$ cat src/hdl/assert_macros.svh
// Assertion macros of the strip block, included by its top level.
`ifndef ASSERT_MACROS_SVH
`define ASSERT_MACROS_SVH

`ifndef SYNTHESIS
`define LSDP_ASSERT(lbl, clk, rst_n, prop, msg) \
    lbl: assert property (@(posedge clk) disable iff (!(rst_n)) (prop)) else $error(msg);
`define LSDP_ASSERT_ALWAYS(lbl, clk, prop, msg) \
    lbl: assert property (@(posedge clk) (prop)) else $error(msg);
`else
`define LSDP_ASSERT(lbl, clk, rst_n, prop, msg)
`define LSDP_ASSERT_ALWAYS(lbl, clk, prop, msg)
`endif

`endif

$ cat src/hdl/lsdp_pkg.sv
// Package with types, constants, scaling and maximum functions of the strip block.
package lsdp_pkg;

    localparam int IDX_W              = 6;
    localparam int CH_W               = 8;
    localparam int KEEP_W             = 9;
    localparam int OP_W               = 2;
    localparam int CFG_IDX_W          = 1;
    localparam int NUM_PIXELS_DEFAULT = 64;

    localparam logic [KEEP_W-1:0] KEEP_FULL = 9'd256;

    localparam logic [OP_W-1:0] OP_WRITE      = 2'd0;
    localparam logic [OP_W-1:0] OP_SHIFT_LOW  = 2'd1;
    localparam logic [OP_W-1:0] OP_SHIFT_HIGH = 2'd2;

    localparam logic [CFG_IDX_W-1:0] CFG_PIXEL_KEEP  = 1'b0;
    localparam logic [CFG_IDX_W-1:0] CFG_TRAVEL_KEEP = 1'b1;

    typedef struct packed {
        logic [CH_W-1:0] red;
        logic [CH_W-1:0] green;
        logic [CH_W-1:0] blue;
    } t_rgb;

    typedef struct packed {
        logic [OP_W-1:0]  operation;
        logic [IDX_W-1:0] first_index;
        logic [IDX_W-1:0] last_index;
        logic [CH_W-1:0]  red_in;
        logic [CH_W-1:0]  green_in;
        logic [CH_W-1:0]  blue_in;
    } t_in_req;

    typedef struct packed {
        logic [IDX_W-1:0] pixel_out;
        logic [CH_W-1:0]  red_out;
        logic [CH_W-1:0]  green_out;
        logic [CH_W-1:0]  blue_out;
        logic             last_of_run;
    } t_out_res;

    typedef struct packed {
        logic             wr_en;
        logic [IDX_W-1:0] wr_addr;
        t_rgb             wr_data;
        logic             rd_en;
        logic [IDX_W-1:0] rd_addr;
    } t_mem_req;

    function automatic logic [CH_W-1:0] scale_channel(input logic [CH_W-1:0]   ch,
                                                      input logic [KEEP_W-1:0] keep);
        logic [KEEP_W-1:0]      k;
        logic [CH_W+KEEP_W-1:0] prod;
        k    = (keep > KEEP_FULL) ? KEEP_FULL : keep;
        prod = {{KEEP_W{1'b0}}, ch} * {{CH_W{1'b0}}, k};
        return prod[2*CH_W-1:CH_W];
    endfunction

    function automatic logic [CH_W-1:0] max_channel(input logic [CH_W-1:0] a,
                                                    input logic [CH_W-1:0] b);
        return (a > b) ? a : b;
    endfunction

endpackage

$ cat src/hdl/lsdp_mix.sv
// Per-channel blend of a pixel with its neighbor: scale both, keep the larger.
module lsdp_mix (
    input  lsdp_pkg::t_rgb                 i_own,
    input  lsdp_pkg::t_rgb                 i_nb,
    input  logic [lsdp_pkg::KEEP_W-1:0]    i_pixel_keep,
    input  logic [lsdp_pkg::KEEP_W-1:0]    i_travel_keep,
    output lsdp_pkg::t_rgb                 o_mix
);

    lsdp_pkg::t_rgb own_s;
    lsdp_pkg::t_rgb nb_s;

    always_comb begin
        own_s.red   = lsdp_pkg::scale_channel(i_own.red,   i_pixel_keep);
        own_s.green = lsdp_pkg::scale_channel(i_own.green, i_pixel_keep);
        own_s.blue  = lsdp_pkg::scale_channel(i_own.blue,  i_pixel_keep);
        nb_s.red    = lsdp_pkg::scale_channel(i_nb.red,    i_travel_keep);
        nb_s.green  = lsdp_pkg::scale_channel(i_nb.green,  i_travel_keep);
        nb_s.blue   = lsdp_pkg::scale_channel(i_nb.blue,   i_travel_keep);
        o_mix.red   = lsdp_pkg::max_channel(own_s.red,   nb_s.red);
        o_mix.green = lsdp_pkg::max_channel(own_s.green, nb_s.green);
        o_mix.blue  = lsdp_pkg::max_channel(own_s.blue,  nb_s.blue);
    end

endmodule

$ cat src/hdl/lsdp_pixel_mem.sv
// Pixel color memory: one write and one registered read port, per-entry valid bits.
module lsdp_pixel_mem #(
    parameter int NUM_PIXELS = lsdp_pkg::NUM_PIXELS_DEFAULT
) (
    input  logic               i_clk,
    input  logic               i_rst_n,
    input  lsdp_pkg::t_mem_req i_req,
    output lsdp_pkg::t_rgb     o_rd_data
);

    localparam int AW = (NUM_PIXELS > 1) ? $clog2(NUM_PIXELS) : 1;

    lsdp_pkg::t_rgb r_mem [NUM_PIXELS];
    logic           r_valid [NUM_PIXELS];
    lsdp_pkg::t_rgb r_rd_data;

    logic [AW-1:0] wr_a;
    logic [AW-1:0] rd_a;

    assign wr_a = i_req.wr_addr[AW-1:0];
    assign rd_a = i_req.rd_addr[AW-1:0];

    always_ff @(posedge i_clk) begin
        if (!i_rst_n) begin
            for (int i = 0; i < NUM_PIXELS; i++) begin
                r_valid[i] <= 1'b0;
            end
        end else if (i_req.wr_en) begin
            r_valid[wr_a] <= 1'b1;
        end
    end

    always_ff @(posedge i_clk) begin
        if (i_req.wr_en) begin
            r_mem[wr_a] <= i_req.wr_data;
        end
        if (i_req.rd_en) begin
            r_rd_data <= r_valid[rd_a] ? r_mem[rd_a] : '0;
        end
    end

    assign o_rd_data = r_rd_data;

endmodule

$ cat src/hdl/led_strip_decay_propagate_core.sv
// Top level of the LED strip decay and propagate block.
//
//  channel  direction  handshake                  payload
//  in       request    i_in_valid / o_in_stall    i_in_data  (lsdp_pkg::t_in_req)
//  out      result     o_out_valid / i_out_stall  o_out_data (lsdp_pkg::t_out_res)
//  cfg      write      i_cfg_wr_en                i_cfg_index, i_cfg_data
//
// A write request passes through the write state; a shift primes a read, then steps
// one pixel per cycle unless the result stalls, through the read-modify-write of the
// pixel memory. An empty shift or an unused operation returns nothing.
// Reset clears the control state and the memory valid bits; the strip reads black.
// A stalled result holds the walk; the next request waits until the walk ends.
`include "assert_macros.svh"

module led_strip_decay_propagate_core #(
    parameter int NUM_PIXELS = lsdp_pkg::NUM_PIXELS_DEFAULT
) (
    input  logic                           i_clk,
    input  logic                           i_rst_n,
    input  logic                           i_in_valid,
    output logic                           o_in_stall,
    input  lsdp_pkg::t_in_req              i_in_data,
    output logic                           o_out_valid,
    input  logic                           i_out_stall,
    output lsdp_pkg::t_out_res             o_out_data,
    input  logic                           i_cfg_wr_en,
    input  logic [lsdp_pkg::CFG_IDX_W-1:0] i_cfg_index,
    input  logic [lsdp_pkg::KEEP_W-1:0]    i_cfg_data
);

    localparam logic [lsdp_pkg::IDX_W-1:0] MAX_IDX = lsdp_pkg::IDX_W'(NUM_PIXELS - 1);

    typedef enum logic [3:0] {
        S_IDLE  = 4'b0001,
        S_WRITE = 4'b0010,
        S_PRIME = 4'b0100,
        S_STEP  = 4'b1000
    } t_state;

    t_state                          r_state, n_state;
    logic                            r_dir, n_dir;
    logic [lsdp_pkg::IDX_W-1:0]      r_cur, n_cur;
    logic [lsdp_pkg::IDX_W-1:0]      r_end, n_end;
    lsdp_pkg::t_rgb                  r_wcolor, n_wcolor;
    lsdp_pkg::t_rgb                  r_own, n_own;
    logic                            r_out_valid, n_out_valid;
    lsdp_pkg::t_out_res              r_out, n_out;
    logic [lsdp_pkg::KEEP_W-1:0]     r_pixel_keep;
    logic [lsdp_pkg::KEEP_W-1:0]     r_travel_keep;

    lsdp_pkg::t_mem_req              mem_req;
    lsdp_pkg::t_rgb                  rd_data;
    lsdp_pkg::t_rgb                  mix;
    logic                            out_free;
    logic                            in_accept;
    logic [lsdp_pkg::IDX_W-1:0]      first_c;
    logic [lsdp_pkg::IDX_W-1:0]      last_c;
    logic [lsdp_pkg::IDX_W-1:0]      next_idx;
    logic [lsdp_pkg::IDX_W-1:0]      next2_idx;

    lsdp_pixel_mem #(
        .NUM_PIXELS(NUM_PIXELS)
    ) u_mem (
        .i_clk     (i_clk),
        .i_rst_n   (i_rst_n),
        .i_req     (mem_req),
        .o_rd_data (rd_data)
    );

    lsdp_mix u_mix (
        .i_own         (r_own),
        .i_nb          (rd_data),
        .i_pixel_keep  (r_pixel_keep),
        .i_travel_keep (r_travel_keep),
        .o_mix         (mix)
    );

    assign out_free   = !r_out_valid || !i_out_stall;
    assign o_in_stall = (r_state != S_IDLE);
    assign in_accept  = i_in_valid && (r_state == S_IDLE);
    assign first_c    = (i_in_data.first_index > MAX_IDX) ? MAX_IDX : i_in_data.first_index;
    assign last_c     = (i_in_data.last_index > MAX_IDX) ? MAX_IDX : i_in_data.last_index;
    assign next_idx   = r_dir ? (r_cur - lsdp_pkg::IDX_W'(1)) : (r_cur + lsdp_pkg::IDX_W'(1));
    assign next2_idx  = r_dir ? (r_cur - lsdp_pkg::IDX_W'(2)) : (r_cur + lsdp_pkg::IDX_W'(2));

    always_comb begin
        n_state     = r_state;
        n_dir       = r_dir;
        n_cur       = r_cur;
        n_end       = r_end;
        n_wcolor    = r_wcolor;
        n_own       = r_own;
        n_out_valid = r_out_valid && i_out_stall;
        n_out       = r_out;
        mem_req     = '0;
        case (r_state)
            S_IDLE: begin
                if (in_accept) begin
                    case (i_in_data.operation)
                        lsdp_pkg::OP_WRITE: begin
                            n_cur          = first_c;
                            n_wcolor.red   = i_in_data.red_in;
                            n_wcolor.green = i_in_data.green_in;
                            n_wcolor.blue  = i_in_data.blue_in;
                            n_state        = S_WRITE;
                        end
                        lsdp_pkg::OP_SHIFT_LOW: begin
                            if (first_c < last_c) begin
                                n_dir           = 1'b0;
                                n_cur           = first_c;
                                n_end           = last_c;
                                mem_req.rd_en   = 1'b1;
                                mem_req.rd_addr = first_c;
                                n_state         = S_PRIME;
                            end
                        end
                        lsdp_pkg::OP_SHIFT_HIGH: begin
                            if (first_c < last_c) begin
                                n_dir           = 1'b1;
                                n_cur           = last_c;
                                n_end           = first_c;
                                mem_req.rd_en   = 1'b1;
                                mem_req.rd_addr = last_c;
                                n_state         = S_PRIME;
                            end
                        end
                        default: begin
                        end
                    endcase
                end
            end
            S_WRITE: begin
                if (out_free) begin
                    mem_req.wr_en     = 1'b1;
                    mem_req.wr_addr   = r_cur;
                    mem_req.wr_data   = r_wcolor;
                    n_out_valid       = 1'b1;
                    n_out.pixel_out   = r_cur;
                    n_out.red_out     = r_wcolor.red;
                    n_out.green_out   = r_wcolor.green;
                    n_out.blue_out    = r_wcolor.blue;
                    n_out.last_of_run = 1'b1;
                    n_state           = S_IDLE;
                end
            end
            S_PRIME: begin
                n_own           = rd_data;
                mem_req.rd_en   = 1'b1;
                mem_req.rd_addr = next_idx;
                n_state         = S_STEP;
            end
            S_STEP: begin
                if (out_free) begin
                    mem_req.wr_en     = 1'b1;
                    mem_req.wr_addr   = r_cur;
                    mem_req.wr_data   = mix;
                    n_out_valid       = 1'b1;
                    n_out.pixel_out   = r_cur;
                    n_out.red_out     = mix.red;
                    n_out.green_out   = mix.green;
                    n_out.blue_out    = mix.blue;
                    n_out.last_of_run = (next_idx == r_end);
                    n_own             = rd_data;
                    n_cur             = next_idx;
                    if (next_idx == r_end) begin
                        n_state = S_IDLE;
                    end else begin
                        mem_req.rd_en   = 1'b1;
                        mem_req.rd_addr = next2_idx;
                    end
                end
            end
            default: begin
                n_state = S_IDLE;
            end
        endcase
    end

    always_ff @(posedge i_clk) begin
        if (!i_rst_n) begin
            r_state       <= S_IDLE;
            r_out_valid   <= 1'b0;
            r_pixel_keep  <= lsdp_pkg::KEEP_FULL;
            r_travel_keep <= lsdp_pkg::KEEP_FULL;
        end else begin
            r_state     <= n_state;
            r_out_valid <= n_out_valid;
            if (i_cfg_wr_en) begin
                case (i_cfg_index)
                    lsdp_pkg::CFG_PIXEL_KEEP:  r_pixel_keep  <= i_cfg_data;
                    lsdp_pkg::CFG_TRAVEL_KEEP: r_travel_keep <= i_cfg_data;
                    default: begin
                    end
                endcase
            end
        end
    end

    always_ff @(posedge i_clk) begin
        r_dir    <= n_dir;
        r_cur    <= n_cur;
        r_end    <= n_end;
        r_wcolor <= n_wcolor;
        r_own    <= n_own;
        r_out    <= n_out;
    end

    assign o_out_valid = r_out_valid;
    assign o_out_data  = r_out;

    `LSDP_ASSERT(a_state_onehot, i_clk, i_rst_n, $onehot(r_state), "state not one-hot")
    `LSDP_ASSERT(a_step_before_end, i_clk, i_rst_n, (r_state == S_STEP) |-> (r_cur != r_end), "walk reached its end pixel")
    `LSDP_ASSERT(a_write_has_slot, i_clk, i_rst_n, mem_req.wr_en |-> out_free, "pixel written without a free result slot")
    `LSDP_ASSERT(a_idle_no_write, i_clk, i_rst_n, (r_state == S_IDLE) |-> !mem_req.wr_en, "memory written while idle")

endmodule

$ cat config.mk
export PLATFORM = sky130hd
export DESIGN_NAME = led_strip_decay_propagate_core
export DESIGN_NICKNAME = d
export VERILOG_FILES = /design/src/hdl/lsdp_pkg.sv /design/src/hdl/lsdp_mix.sv /design/src/hdl/lsdp_pixel_mem.sv /design/src/hdl/led_strip_decay_propagate_core.sv
export VERILOG_INCLUDE_DIRS = /design/src /design/src/hdl
export SDC_FILE = /design/constraint.sdc
export NUM_CORES = 2
export LEC_CHECK = 0
export BUFFER_PORTS_ARGS = -buffer_cell sky130_fd_sc_hd__buf_2
export CAP_MARGIN = 20
export CORE_ASPECT_RATIO = 0.6
export CORE_MARGIN = 3
export CORE_UTILIZATION = 57
export CTS_CLUSTER_DIAMETER = 150
export DETAILED_ROUTE_END_ITERATION = 8
export GPL_ROUTABILITY_DRIVEN = 0
export HOLD_SLACK_MARGIN = 0.12
export PLACE_DENSITY = 0.76
export REMOVE_ABC_BUFFERS = 1
export SLEW_MARGIN = 30
export SYNTH_ARGS = -nofsm -noshare
export SYNTH_HDL_FRONTEND = slang
export SYNTH_HIERARCHICAL = 1
export SYNTH_SLANG_ARGS = --single-unit
$ cat constraint.sdc
create_clock -name i_clk -period 7.6 [get_ports i_clk]
set_clock_uncertainty 0.15 [all_clocks]
set_input_delay 2.28 -clock i_clk [delete_from_list [all_inputs] [get_ports i_clk]]
set_output_delay 2.28 -clock i_clk [all_outputs]
set_load 0.01 [all_outputs]
==> metrics.csv <==
stage,metric,value,unit
status,run_status,"finished, final reports clean",
synth,synth_ff_type,edfxtp_1,
die,initial_utilization,57.5,%
critical_path,max_stage_delay,530,ps
routing,wl_per_cell,30.5,um
sta,relSlewSlack,36.6,%
cts,clock-root-buffer,clkbuf_16,
grt,grt_pass1_vias,46000,
die,core_area,140000,um^2
critical_path,crit_arrival,7730,ps
synth,yosys-top-cells-count,"edfxtp_1, mux4_2, and2_1",
synth,yosysWarnings,6,
synth,netlist_instances,4729,
routing,antenna_left,0,
synth,synthDominantCellAreaShare,61.8,%
hold_path,min_from,u_mem/r_valid[21],
die,die_x,491,um
grt,grt_overflow,0,
critical_path,r2r-start,r_pixel_keep[8],
grt,antenna_found_initial,14,
pwr,vdd_drop_max,0.000230,V
routing,drtIter0Drc,6689,
routing,drt_first_pass_iters,5,
sta,fin_crit_sh,96.4,%
synth,yosys.area.top_type,edfxtp_1,
critical_path,worst_path_most_repeated_cell,inv_1,
synth,yosysMostFrequentCell,edfxtp_1,
placed_design,pre_cts_ws,-201,ps
placed_design,portBuffers,85,
synth,synth_cell_type_count,88,
sta,fin_setup_tns,0,ps
sta,setup_slack,276,ps
die,placementRows,106,
sta,fmax,0.137,GHz
routing,drc,0,
critical_path,startpoint,r_pixel_keep[8],
critical_path,crit_type,flip-flop to flip-flop,
synth,netlist_area,80300,um^2
synth,synth.area.top_cells,"edfxtp_1, mux4_2, fa_1",
critical_path,cp.required,8010,ps
layout,postLayoutCoreUtil,64.3,%
placed_design,dpl.hpwl,134000,um
critical_path,slowest_stage,fa_1,
synth,synth_edf_count,1652,
cts,tritoncts,yes,
critical_path,cp-end-kind,flip-flop,
sta,setup_violations,0,
cts,numCtsBuffers,148,
synth,syn_area_per_cell,17.0,um^2
synth,synth-seq-cells,1739,
cts,clkLatencyLatePin,790,ps
sta,period_needed,7320,ps
synth,async_flop_share,0,%
cts,htree_levels,4,
layout,drive_above_1_share,21.8,%
grt,gr-usage-all-layers,29.5,%
placed_design,dpl_cell_area,84700,um^2
routing,routed_wirelength,214000,um
cts,cts.sinks,1739,
grt,grt_pass1_wl,315000,um
routing,vias_per_cell,6.60,
critical_path,path_max_fanout,32,
sta,maxSlewViolCount,0,
layout,area_delta_synth_final,11.8,%
layout,fin_nets,5511,
run,drv_cap,0,
cts,clock_path_buffers,3,
grt,grt_max_degree,65,
cts,path_clk_slew,70,ps
die,dieArea,146000,um^2
hold_path,hp-class,flip-flop to flip-flop,
pwr,p_leak,31.0,nW
pwr,p_per_area,222,nW/um^2
synth,seq_area_frac_synth,63.9,%
die,die_h,297,um
sta,hold_viol,0,
routing,via_count,46200,
critical_path,startpoint_type,flip-flop,
sta,whs,314,ps
sta,worstMarginPinSlew,951,ps
die,boundaryPins,86,
sta,rsz0062_at_grt,yes,
layout,design_area,89800,um^2
cts,cts_hold_buf,0,
## report_power, final
group	switching (W)	leakage [nW]	internal, W
clock network	0.00354	2.39	0.00420
logic	0.00106	13.0	0.000577
registers	0.0000594	15.5	0.0105
total	0.00466	31.0	0.0153
## cells by family after synthesis
| kind of cell | count (synthesis) | synth area share (%) |
|---|---|---|
| multiplexers | 451 | 11.8 |
| AND/OR/NAND/NOR | 807 | 5.40 |
| adder cells (fa/ha/maj) | 469 | 9.56 |
| flip-flops | 1739 | 63.9 |
| AO/OA/AOI/OAI | 638 | 5.48 |
| buffers and inverters | 547 | 2.89 |
| XOR/XNOR | 78 | 0.886 |
## sequential cells by signal, indices dropped and copies added, names as in the netlist, 4 cells and up
| name | flops |
|---|---|
| o_out_data | 31 |
| r_travel_keep | 9 |
| u_mem/o_rd_data | 24 |
| r_own | 24 |
| r_state | 4 |
| r_cur | 6 |
| u_mem/r_valid | 64 |
| u_mem/r_mem | 1536 |
| r_end | 6 |
| r_pixel_keep | 9 |
| r_wcolor | 24 |
## routing by layer
layer | vias up | wire length, um | track usage, %
met5 | - | 76 | 0
met4 | 12 | 5600 | 7.77
met3 | 389 | 31100 | 9.89
met2 | 3197 | 92300 | 41.3
met1 | 23900 | 84900 | 44.9
li1 | 18700 | - | -
## per-stage QoR
| stage | instances | power [W] |
|---|---|---|
| floorplan | 4505 | 0.0121 |
| CTS | 7002 | 0.0200 |
| detailed placement | 6729 | 0.0123 |
| global route | 7003 | 0.0205 |
| global placement | 6728 | 0.0123 |
| finish | 7009 | 0.0199 |
## layout by cell type, fill, tap and decap left out, drive strengths merged, types with 32 or more instances in the layout
master     n
a21oi    169
a22oi    200
and2     331
buf      334
clkbuf   197
clkinv    50
dfxtp     87
edfxtp  1652
fa       242
ha       226
inv      334
mux4     397
nand2    192
nand3     32
nor2     103
o21a      71
o21ai     48
xnor2     49
## final timing paths
path / end / slack [ps] / cells after the start
setup / recovery: u_mem/r_mem[52][9] / 280 / 28
hold reg to reg: u_mem/r_valid[21] / 310 / 1
setup reg to reg: u_mem/r_mem[52][9] / 280 / 28
hold / removal: u_mem/r_valid[21] / 310 / 1
## final cells by class
type | count | area (um^2)
Inverter | 323 | 1210
Multi-Input combinational cell | 2443 | 27000
Sequential cell | 1739 | 51400
Clock buffer | 196 | 3980
Clock inverter | 77 | 940
Tap cell | 1890 | 2360
Antenna cell | 6 | 15.0
Timing Repair Buffer | 335 | 2950
Fill cell | 9323 | 49900
## worst max-delay path, delay by kind of cell, from the launching register on
family          cells  cell delay, ps
fa+ha+maj           6            2590
compound gates      6            1280
buf+inv             9            1180
simple gates        5             880
flops               1             460
mux                 1             370
xor+xnor            1             170
## repair_timing
item	4_1_cts	5_1_grt
buffers inserted	0	1
resized for setup	3	33
cloned	0	0
endpoints found under the setup margin	503	1152
Power figures use the tool's default switching activity.
